File: config.mk
export PLATFORM = sky130hd
export DESIGN_NAME = dsk_ctrl
export DESIGN_NICKNAME = d
export VERILOG_FILES = /design/src/design/dsk_pkg.sv /design/src/design/dsk_ctrl.sv
export VERILOG_INCLUDE_DIRS = /design/src /design/src/design
export SDC_FILE = /design/constraint.sdc
export NUM_CORES = 1
export LEC_CHECK = 0
export BUFFER_PORTS_ARGS = -buffer_cell sky130_fd_sc_hd__clkbuf_2
export CAP_MARGIN = 40
export CORE_MARGIN = 1
export CORE_UTILIZATION = 45
export DETAILED_ROUTE_END_ITERATION = 7
export PLACE_DENSITY_LB_ADDON = 0.05
export SYNTH_ARGS = -nofsm -noshare
export SYNTH_HDL_FRONTEND = slang
export SYNTH_SLANG_ARGS = --single-unit
File: constraint.sdc
create_clock -name clock -period 4.5 [get_ports clock]
set_clock_uncertainty 0.2 [all_clocks]
set_input_delay 0.225 -clock clock [delete_from_list [all_inputs] [get_ports clock]]
set_output_delay 0.225 -clock clock [all_outputs]
set_load 0.05 [all_outputs]
File: src/design/disk_drive_port_with_timer_irq_macros.svh
// ----------------------------------------------------------------------------
// Disk drive port assertion macros
// Clocked assertion wrappers; they compile to nothing when SYNTHESIS is set.
// ----------------------------------------------------------------------------
`ifndef DISK_DRIVE_PORT_WITH_TIMER_IRQ_MACROS_SVH
`define DISK_DRIVE_PORT_WITH_TIMER_IRQ_MACROS_SVH

`ifndef SYNTHESIS
// Assertion that is checked only outside reset
`define DSK_ASSERT(lbl, clk, rst, prop) \
   lbl: assert property (@(posedge clk) disable iff (rst) prop) \
      else $error("disk port assertion failed");
// Assertion that is checked during reset as well
`define DSK_ASSERT_ALWAYS(lbl, clk, prop) \
   lbl: assert property (@(posedge clk) prop) \
      else $error("disk port assertion failed");
`else
`define DSK_ASSERT(lbl, clk, rst, prop)
`define DSK_ASSERT_ALWAYS(lbl, clk, prop)
`endif

`endif

File: src/design/dsk_pkg.sv
// ----------------------------------------------------------------------------
// dsk_pkg
// Shared types and constants of the disk drive port with timer IRQ.
// ----------------------------------------------------------------------------
package dsk_pkg;

   localparam int DSK_DISK_BYTES = 65536;
   localparam int POS_W          = 17;
   localparam int CSR_W          = 17;

   // configuration register indexes
   localparam logic CSR_DISK_LENGTH  = 1'b0;
   localparam logic CSR_DISK_PRESENT = 1'b1;

   // transaction kinds
   localparam logic [1:0] CMD_READ  = 2'd0;
   localparam logic [1:0] CMD_WRITE = 2'd1;
   localparam logic [1:0] CMD_TICK  = 2'd2;
   localparam logic [1:0] CMD_LOAD  = 2'd3;

   // register offsets from the first port register
   localparam logic [4:0] OFF_LATCH_LO = 5'd0;
   localparam logic [4:0] OFF_LATCH_HI = 5'd1;
   localparam logic [4:0] OFF_TIMER_EN = 5'd2;
   localparam logic [4:0] OFF_IO_EN    = 5'd3;
   localparam logic [4:0] OFF_WDATA    = 5'd4;
   localparam logic [4:0] OFF_CONTROL  = 5'd5;
   localparam logic [4:0] OFF_STATUS   = 5'd16;
   localparam logic [4:0] OFF_RDATA    = 5'd17;
   localparam logic [4:0] OFF_DRIVE    = 5'd18;
   localparam logic [4:0] OFF_CONST    = 5'd19;

   localparam logic [7:0] CONST_READ = 8'h80;

   // control bit positions
   localparam int CB_RESET  = 0;
   localparam int CB_MIRROR = 1;
   localparam int CB_WMODE  = 2;
   localparam int CB_MOTOR  = 3;
   localparam int CB_AVAIL  = 4;

   // control write data bits
   localparam int CW_RESET  = 0;
   localparam int CW_MIRROR = 1;
   localparam int CW_WMODE  = 2;
   localparam int CW_MOTOR  = 5;

   typedef struct packed {
      logic [1:0]  cmd;
      logic [4:0]  reg_offset;
      logic [7:0]  write_byte;
      logic [15:0] load_index;
   } req_type;

   typedef struct packed {
      logic [7:0] read_byte;
      logic       irq_line;
      logic       mirror_horiz;
   } rsp_type;

   // per-transaction result from the control logic to the output stage
   typedef struct packed {
      logic [7:0] rd_byte;
      logic       rd_mem;
      logic       irq;
      logic       mirror;
   } ctrl_out_type;

endpackage

File: src/design/dsk_ctrl.sv
// ----------------------------------------------------------------------------
// dsk_ctrl
// Port registers, timer and disk positions; issues store accesses.
// ----------------------------------------------------------------------------
`include "disk_drive_port_with_timer_irq_macros.svh"

module dsk_ctrl
   import dsk_pkg::*;
#(
   parameter int DISK_BYTES = DSK_DISK_BYTES,
   parameter int ADDR_W     = $clog2(DSK_DISK_BYTES)
) (
   input  logic              clock,
   input  logic              reset,
   input  logic              csr_we,
   input  logic              csr_index,
   input  logic [CSR_W-1:0]  csr_wdata,
   input  logic              accept,
   input  req_type           req,
   output logic              mem_we,
   output logic [ADDR_W-1:0] mem_waddr,
   output logic [7:0]        mem_wdata,
   output logic              mem_re,
   output logic [ADDR_W-1:0] mem_raddr,
   output ctrl_out_type      result
);

   localparam int SZ_RAW = $clog2(DISK_BYTES + 1);
   localparam int SZ_W   = (SZ_RAW > POS_W) ? SZ_RAW : POS_W;
   localparam int XW     = (ADDR_W > POS_W) ? ADDR_W : POS_W;

   logic [POS_W-1:0] disk_length_ff;
   logic             disk_present_ff;
   logic [15:0]      timer_reload_ff, timer_reload_in;
   logic [15:0]      timer_count_ff, timer_count_in;
   logic             timer_on_ff, timer_on_in;
   logic             irq_ff, irq_in;
   logic             disk_io_ff, disk_io_in;
   logic             timer_io_ff, timer_io_in;
   logic [POS_W-1:0] rd_pos_ff, rd_pos_in;
   logic [POS_W-1:0] wr_pos_ff, wr_pos_in;
   logic [4:0]       ctrl_bits_ff, ctrl_bits_in;

   logic [SZ_W-1:0]  len_x, size_w;
   logic [POS_W-1:0] rd_pos_inc;
   logic             rd_lt, wr_lt, rd_inc_lt, size_nz;
   logic [XW-1:0]    rd_x, wr_x, li_x;
   logic             li_ok;
   logic [4:0]       cb;
   logic [7:0]       rd_byte;
   logic             rd_mem;

   // effective disk size: smaller of the programmed length and the store
   assign len_x      = SZ_W'(disk_length_ff);
   assign size_w     = (len_x < SZ_W'(DISK_BYTES)) ? len_x : SZ_W'(DISK_BYTES);
   assign size_nz    = (size_w != '0);
   assign rd_pos_inc = rd_pos_ff + POS_W'(1);
   assign rd_lt      = (SZ_W'(rd_pos_ff) < size_w);
   assign wr_lt      = (SZ_W'(wr_pos_ff) < size_w);
   assign rd_inc_lt  = (SZ_W'(rd_pos_inc) < size_w);
   assign li_ok      = (SZ_W'(req.load_index) < SZ_W'(DISK_BYTES));
   assign rd_x       = XW'(rd_pos_ff);
   assign wr_x       = XW'(wr_pos_ff);
   assign li_x       = XW'(req.load_index);

   always_comb begin
      timer_reload_in = timer_reload_ff;
      timer_count_in  = timer_count_ff;
      timer_on_in     = timer_on_ff;
      irq_in          = irq_ff;
      disk_io_in      = disk_io_ff;
      timer_io_in     = timer_io_ff;
      rd_pos_in       = rd_pos_ff;
      wr_pos_in       = wr_pos_ff;
      ctrl_bits_in    = ctrl_bits_ff;
      cb              = ctrl_bits_ff;
      rd_byte         = 8'h00;
      rd_mem          = 1'b0;
      mem_we          = 1'b0;
      mem_waddr       = wr_x[ADDR_W-1:0];
      mem_wdata       = req.write_byte;
      mem_re          = 1'b0;
      mem_raddr       = rd_x[ADDR_W-1:0];

      if (accept) begin
         unique case (req.cmd)
            CMD_READ: begin
               case (req.reg_offset)
                  OFF_STATUS: begin
                     rd_byte = {irq_ff, 2'b00, ctrl_bits_ff[CB_RESET], 1'b0,
                                ctrl_bits_ff[CB_MOTOR] & disk_present_ff, 1'b0,
                                ctrl_bits_ff[CB_AVAIL]};
                     irq_in  = 1'b0;
                  end
                  OFF_RDATA: begin
                     if (rd_lt) begin
                        rd_mem                 = 1'b1;
                        mem_re                 = 1'b1;
                        rd_pos_in              = rd_pos_inc;
                        ctrl_bits_in[CB_AVAIL] = rd_inc_lt;
                     end
                  end
                  OFF_DRIVE: rd_byte = {7'd0, ~disk_present_ff};
                  OFF_CONST: rd_byte = CONST_READ;
                  default:   rd_byte = 8'h00;
               endcase
            end
            CMD_WRITE: begin
               case (req.reg_offset)
                  OFF_LATCH_LO: timer_reload_in[7:0]  = req.write_byte;
                  OFF_LATCH_HI: timer_reload_in[15:8] = req.write_byte;
                  OFF_TIMER_EN: begin
                     timer_on_in = req.write_byte[0];
                     if (req.write_byte[0]) begin
                        timer_count_in = timer_reload_ff;
                     end else begin
                        irq_in = 1'b0;
                     end
                  end
                  OFF_IO_EN: begin
                     disk_io_in  = req.write_byte[0];
                     timer_io_in = req.write_byte[1];
                     if (!req.write_byte[1]) begin
                        irq_in = 1'b0;
                     end
                  end
                  OFF_WDATA: begin
                     if (ctrl_bits_ff[CB_WMODE] && disk_io_ff && wr_lt) begin
                        mem_we    = 1'b1;
                        wr_pos_in = wr_pos_ff + POS_W'(1);
                     end
                  end
                  OFF_CONTROL: begin
                     if (disk_io_ff) begin
                        // rising transfer reset rewinds both positions
                        if (req.write_byte[CW_RESET] && !ctrl_bits_ff[CB_RESET]) begin
                           rd_pos_in    = '0;
                           wr_pos_in    = '0;
                           cb[CB_AVAIL] = 1'b0;
                        end
                        cb[CB_RESET]  = req.write_byte[CW_RESET];
                        cb[CB_MIRROR] = req.write_byte[CW_MIRROR];
                        cb[CB_WMODE]  = req.write_byte[CW_WMODE];
                        cb[CB_MOTOR]  = req.write_byte[CW_MOTOR];
                        if (cb[CB_MOTOR] && !cb[CB_WMODE]) begin
                           cb[CB_AVAIL] = (req.write_byte[CW_RESET] &&
                                           !ctrl_bits_ff[CB_RESET]) ? size_nz : rd_lt;
                        end
                        ctrl_bits_in = cb;
                     end
                  end
                  default: ;
               endcase
            end
            CMD_TICK: begin
               if (timer_on_ff && timer_io_ff) begin
                  if (timer_count_ff == 16'd0) begin
                     timer_count_in = timer_reload_ff;
                     irq_in         = 1'b1;
                  end else begin
                     timer_count_in = timer_count_ff - 16'd1;
                  end
               end
            end
            CMD_LOAD: begin
               mem_waddr = li_x[ADDR_W-1:0];
               if (li_ok) begin
                  mem_we = 1'b1;
               end
            end
         endcase
      end
   end

   assign result.rd_byte = rd_byte;
   assign result.rd_mem  = rd_mem;
   assign result.irq     = irq_in;
   assign result.mirror  = ctrl_bits_in[CB_MIRROR];

   always_ff @(posedge clock) begin
      if (reset) begin
         disk_length_ff  <= '0;
         disk_present_ff <= 1'b1;
         timer_reload_ff <= '0;
         timer_count_ff  <= '0;
         timer_on_ff     <= 1'b0;
         irq_ff          <= 1'b0;
         disk_io_ff      <= 1'b1;
         timer_io_ff     <= 1'b1;
         rd_pos_ff       <= '0;
         wr_pos_ff       <= '0;
         ctrl_bits_ff    <= '0;
      end else begin
         if (csr_we) begin
            if (csr_index == CSR_DISK_LENGTH) begin
               disk_length_ff <= csr_wdata;
            end else begin
               disk_present_ff <= csr_wdata[0];
            end
         end
         timer_reload_ff <= timer_reload_in;
         timer_count_ff  <= timer_count_in;
         timer_on_ff     <= timer_on_in;
         irq_ff          <= irq_in;
         disk_io_ff      <= disk_io_in;
         timer_io_ff     <= timer_io_in;
         rd_pos_ff       <= rd_pos_in;
         wr_pos_ff       <= wr_pos_in;
         ctrl_bits_ff    <= ctrl_bits_in;
      end
   end

   // one store port use per transaction
   `DSK_ASSERT_ALWAYS(a_one_mem_access, clock, !(mem_we && mem_re))
   // a running timer that is not at zero counts down by one per tick
   `DSK_ASSERT(a_tick_decrement, clock, reset,
      (accept && req.cmd == CMD_TICK && timer_on_ff && timer_io_ff &&
       timer_count_ff != 16'd0) |=> (timer_count_ff == $past(timer_count_ff) - 16'd1))

endmodule

; ---- Word-level counts from Yosys, hierarchy flattened
; Index checks and enable logic that the tools add are counted.
; W data, S select, Z words.
[totals]
reg_bits = 93
out_inout_bits = 53
in_bits = 53
word_cells = 118
[classes]
n_mux = 45
n_reduce_logical = 25
magnitude_cmp = 4
n_eq_ne = 24
add_sub_neg = 3
n_bitwise = 3
[ops]
columns = op, count
row1 = $mux W17, 7
row2 = $mux W16, 6
row3 = $pmux W17 S2, 2
row4 = $lt A17 B17 Y1, 3
row5 = $add A17 B1 Y17 const B, 2
row6 = $pmux W16 S2, 1
row7 = $pmux W8 S3, 1
row8 = $eq A5 B5 Y1 const B, 4
row9 = $mux W1, 18
row10 = $lt A17 B17 Y1 const B, 1
row11 = $reduce_bool A17 Y1, 1
row12 = $logic_not A16 Y1, 1
row13 = $mux W8, 2
row14 = $ne A2 B2 Y1 const B, 8
row15 = $sub A16 B1 Y16 const B, 1
row16 = $reduce_and A7 Y1, 2
row17 = $reduce_and A3 Y1, 4
row18 = $eq A5 B2 Y1 const B, 2
row19 = $eq A5 B3 Y1 const B, 2
row20 = $mux W5, 2
row21 = $ne A2 B1 Y1 const B, 3
row22 = $pmux W1 S2, 3
row23 = $reduce_and A6 Y1, 1
row24 = $reduce_bool A2 Y1, 3
row25 = 15 further kinds, 24

; ---- Depth between registers and ports, before layout
[logic_depth]
word_depth = 9
ltp_mapped = 14
mapped_depth_nobuf = 13

; ---- Worst setup path after synthesis
; Ideal clock, no wire load.
[synth_timing]
path_kind = register to output
startpoint = reg disk_length_ff[16]
endpoint = out result[2] in the netlist's numbering
arrival_time_ns = 3.543
stages_incl_launch_ff = 11
required_ns = 4.075
n_path_buf = 2
setup_slack_ns = 0.532
path_cell_list = dfxtp_1 > inv_1 > clkbuf_1 > nand2_1 > ha_1 > a21oi_1 > o21ai_0 > a211oi_1 > nor4b_1 > nor3b_1 > buf_4
[synth_between]
elab_chain_len = 7
[synth_rtl]
columns = item, line_no
row1 = from (decl), dsk_ctrl.sv:32  ; logic [POS_W-1:0] disk_length_ff;
row2 = from (signal assigned), dsk_ctrl.sv:196  ; disk_length_ff <= csr_wdata;
row3 = $lt A17 B17 Y1, dsk_ctrl.sv:55  ; assign size_w = (len_x < SZ_W'(DISK_BYTES)) ? len_x : SZ_W'(DISK_BYTES);
row4 = $mux W17 *, dsk_ctrl.sv:55
row5 = $lt A17 B17 Y1 *, dsk_ctrl.sv:58  ; assign rd_lt = (SZ_W'(rd_pos_ff) < size_w);
row6 = $mux W1 * (4 in series), -
row7 = to (decl), dsk_ctrl.sv:25  ; output ctrl_out_type result
; Mark *: on every way between the ends. The rest lies on a longest branch, timed or not.

; ---- Worst setup path in the final report
[layout_timing]
startpoint = reg disk_length_ff[16]
endpoint = out mem_we
[layout_between]
elab_chain_len = 8
[layout_rtl]
columns = item, line_no
row1 = $lt A17 B17 Y1, dsk_ctrl.sv:55
row2 = $mux W17 *, dsk_ctrl.sv:55
row3 = $lt A17 B17 Y1 *, dsk_ctrl.sv:59  ; assign wr_lt = (SZ_W'(wr_pos_ff) < size_w);
row4 = $logic_and A1 B1 Y1 *, dsk_ctrl.sv:128  ; if (ctrl_bits_ff[CB_WMODE] && disk_io_ff && wr_lt) begin
row5 = $mux W1 *, dsk_ctrl.sv:128
row6 = $mux W1 *, dsk_ctrl.sv:109  ; case (req.reg_offset)
row7 = $pmux W1 S2 *, dsk_ctrl.sv:86  ; unique case (req.cmd)
row8 = $mux W1 *, dsk_ctrl.sv:85  ; if (accept) begin
row9 = to (decl), dsk_ctrl.sv:20  ; output logic mem_we,
; Marks and branches as above.

==> metrics.log <==
[metrics] Die Ht: roughly 120 um
[metrics] post_cts resized: 0
[metrics] final layout net count: around 960
[metrics] Crit. End Element: output pin
[metrics] post-route clock period utilization: 85.0%
[metrics] minimum clock period after layout: approximately 3.8 ns
[metrics] Power Density: 253 mW/mm^2
[metrics] setup repair after global routing missed its margin: false
[metrics] synthesized area per cell: just over 8 um^2
[metrics] sequential cell area in the final layout: approximately 0.0019 mm^2
[metrics] leading cell types by total area after synthesis: sky130_fd_sc_hd__dfxtp_1 (30%), sky130_fd_sc_hd__ha_1 (10%), sky130_fd_sc_hd__nand2_1 (6.5%)
[metrics] Row Count: 42
[metrics] number of buffers inserted during clock tree synthesis: 9
[metrics] number of DRC violations after detailed routing: 0
[metrics] root buffer selected by CTS: sky130_fd_sc_hd__clkbuf_16
[metrics] proportion of netlist area held by the largest area contributor: around 30%
[metrics] Worst IR Drop VDD: 0.193 mV
[metrics] final critical-path setup slack: between 0.6 and 0.7 ns
[metrics] worst slack, placed: about 0.85 ns
[metrics] fraction of final layout cells sized beyond drive strength 1: approximately 18%
[metrics] count of flip-flops with a built-in enable after synthesis: 0
[metrics] initial cell density of the core: ~47%
[metrics] Die Area: ~0.014 mm^2
[metrics] count of max-cap constraint violations: 0
[metrics] proportion of register bits with asynchronous set or reset after synthesis: 0%
[metrics] TritonCTS clock tree: done
[metrics] worst hold-check path type: input port to register
[metrics] Iteration-0 DRC Markers: just over 400
[metrics] nature of the critical path startpoint: register
[metrics] max-slew violation count: 0
[metrics] overflow left after global routing: 0
[metrics] CTS clk-pin slew, worst paths: 0.07 ns
[metrics] post-synthesis sequential element count: 93
[metrics] via count of the first global-routing pass: ~5600
[metrics] footprint of the multi-input gates: around 0.0039 mm^2
[metrics] arrival time of the worst setup path: 3.40 ns
[metrics] cells after synthesis: between 700 and 800
[metrics] remaining antenna violation count after routing: 0
[metrics] count of cell types in the netlist: 65
[metrics] initial antenna violation count: 0
[metrics] post-detailed-placement half-perimeter wirelength: between 10 and 15 mm
[metrics] count of final hold-check violations: 0
[metrics] pin slew with the least headroom to its limit: 0.948 ns
[metrics] clk_lat worst skew: 0.36 ns
[metrics] num ports: between 100 and 150
[metrics] Die W: approximately 120 um
[metrics] top cell type by total area after synthesis: sky130_fd_sc_hd__dfxtp_1
[metrics] average detailed-routed wire length per instance: 17.2 um
[metrics] biggest fanout along the worst timing path: 18
[metrics] Floorplan Core Area: around 0.013 mm^2
[metrics] Filler Cells Inserted: 1300
[metrics] run status: completed
[metrics] final setup vio count: 0
[metrics] drt first pass iters: 5
[metrics] prevailing post-synth register cell: sky130_fd_sc_hd__dfxtp_1
[metrics] total routed wirelength: between 15 and 20 mm
[metrics] Ys Warns: 0
[metrics] pin count of the biggest net entering global routing: 34
[metrics] Longest Clk Path Bufs: 2
[metrics] Final Util: 53.9%
[metrics] number of buffers added on ports: 101
[metrics] # diodes: 0
[metrics] area added between synthesis and finish: 15.7%
[metrics] via/cell ratio: about 5.7
[metrics] Slew Limit Headroom: between 30 and 40%
[metrics] required time reported for the critical path endpoint: roughly 4 ns
[metrics] H-tree level count: 3
[metrics] post-CTS setup repair buffer count: 0
[metrics] CTS sink count: 93
[metrics] first-pass GRT wire length: between 20 and 30 mm
[metrics] setup TNS: 0 ns
[metrics] GRT Overall Usage: 25.5%
[metrics] total leakage power: 3.08 nW
[metrics] Fmax: between 200 and 300 MHz
[metrics] post-synthesis sequential area ratio: about 30%
[metrics] cell area after technology mapping: about 0.0062 mm^2
[metrics] startpoint-to-endpoint class of the critical path: register to output pin
[metrics] global placement routability congestion: 0.786
[metrics] vias after detailed routing: between 5000 and 6000
registers in the layout, indices dropped and copies added, names as in the netlist:
signal	count
timer_io_ff	1
irq_ff	1
rd_pos_ff	17
timer_on_ff	1
disk_length_ff	17
timer_count_ff	16
timer_reload_ff	16
disk_present_ff	1
ctrl_bits_ff	5
disk_io_ff	1
wr_pos_ff	17
kinds of logic (layout without fill, tap and decap cells):
kind of cell,after synthesis,after routing,synth area share (%)
buf+inv,84,169,7.25
xor+xnor,29,29,4.09
fa+ha+maj,52,52,10.5
mux,30,30,5.17
simple gates,297,297,23.7
flops,93,93,30.0
compound gates,185,185,19.3
other cells,1,4,0.0603
metal layers:
layer  vias to the layer above  part of all wire (%)  track usage, %
met3                        18                   5.3            6.04
met1                      2770                    47            33.6
met5                         -                     0               0
li1                       2920                     -               -
met4                         0                   1.1            6.09
met2                       172                    47            41.9
final cells by class:
class / count / share of cell area [%]
sequential: 93 / 25.9
timing repair buffer: 136 / 11.8
clock inverter: 7 / 0.766
multi-input combinational: 597 / 54.4
inverter: 17 / 0.887
clock buffer: 9 / 3.13
tap: 176 / 3.06
through the flow:
step,total power [mW],hold slack [ns],std cells,cell area [um^2]
floorplan,1.01,0.143,774,6230
CTS,1.83,0.0104,1035,7190
finish,1.82,0.00573,1035,7190
detailed placement,1.07,0.244,994,6660
global placement,1.07,0.241,993,6630
global route,1.88,0.0331,1035,7190
worst paths after layout:
check | startpoint | to | slack (ns) | cells past startpoint
min | req[17] | timer_reload_ff[1]$_SDFFE_PP0P_ | 0.006 | 3
max | disk_length_ff[16]$_SDFFE_PP0P_ | mem_we | 0.67 | 10
min reg2reg | timer_reload_ff[1]$_SDFFE_PP0P_ | timer_reload_ff[1]$_SDFFE_PP0P_ | 0.25 | 2
max reg2reg | rd_pos_ff[0]$_SDFFE_PP0P_ | ctrl_bits_ff[4]$_SDFFE_PP0P_ | 0.80 | 13
power by group:
part,internal (mW),switching [mW],total (mW)
sequential,0.831,0.00832,0.839
clock,0.383,0.360,0.743
combinational,0.0884,0.146,0.235
total,1.30,0.514,1.82
synthesized netlist by cell type, types with 6 or more instances:
cell type	instances
sky130_fd_sc_hd__and4_1	9
sky130_fd_sc_hd__nand2b_1	7
sky130_fd_sc_hd__a22oi_1	6
sky130_fd_sc_hd__nor3_1	13
sky130_fd_sc_hd__clkbuf_1	32
sky130_fd_sc_hd__inv_1	17
sky130_fd_sc_hd__xnor2_1	22
sky130_fd_sc_hd__o21ai_0	39
sky130_fd_sc_hd__a211oi_1	9
sky130_fd_sc_hd__mux2_2	17
sky130_fd_sc_hd__or3_1	8
sky130_fd_sc_hd__a21oi_1	68
sky130_fd_sc_hd__nor4_1	7
sky130_fd_sc_hd__nand4_1	8
sky130_fd_sc_hd__buf_4	30
sky130_fd_sc_hd__a2111oi_0	7
sky130_fd_sc_hd__nand2_1	108
sky130_fd_sc_hd__nor2b_1	11
sky130_fd_sc_hd__xor2_1	7
sky130_fd_sc_hd__nand3b_1	18
sky130_fd_sc_hd__mux2i_1	13
sky130_fd_sc_hd__dfxtp_1	93
sky130_fd_sc_hd__and3_1	9
sky130_fd_sc_hd__a21o_1	17
sky130_fd_sc_hd__ha_1	52
sky130_fd_sc_hd__nor2_1	62
sky130_fd_sc_hd__nand3_1	18
cell usage in the layout (no fill, tap or decap), types with 11 or more instances in the layout:
cell type and count:
sky130_fd_sc_hd__o21ai_0 39, sky130_fd_sc_hd__nand3b_1 18, sky130_fd_sc_hd__clkbuf_2 101, sky130_fd_sc_hd__nand2_1 108, sky130_fd_sc_hd__mux2_2 17, sky130_fd_sc_hd__inv_1 17
sky130_fd_sc_hd__ha_1 52, sky130_fd_sc_hd__nor2_1 62, sky130_fd_sc_hd__a21oi_1 68, sky130_fd_sc_hd__xnor2_1 22, sky130_fd_sc_hd__nor3_1 13, sky130_fd_sc_hd__nand3_1 18
sky130_fd_sc_hd__dfxtp_1 93, sky130_fd_sc_hd__dlygate4sd3_1 25, sky130_fd_sc_hd__nor2b_1 11, sky130_fd_sc_hd__a21o_1 17, sky130_fd_sc_hd__mux2i_1 13
worst max-delay path, cell delays in order, from the launching register on:
cell and delay [ns]:
sky130_fd_sc_hd__dfxtp_1 0.36, sky130_fd_sc_hd__inv_1 0.41, sky130_fd_sc_hd__nand2_1 0.24, sky130_fd_sc_hd__ha_1 0.34
sky130_fd_sc_hd__o2111ai_1 0.11, sky130_fd_sc_hd__o221ai_1 0.25, sky130_fd_sc_hd__a221oi_2 0.14, sky130_fd_sc_hd__o221ai_2 0.59
sky130_fd_sc_hd__nor2_1 0.14, sky130_fd_sc_hd__o211a_1 0.24, sky130_fd_sc_hd__clkbuf_2 0.23
what timing repair did:
action,CTS,global route
endpoints found under the setup margin,0,0
hold buffers,25,0
hold endpoints to repair,32,0
Note: power is estimated with default switching activity, not from simulation.
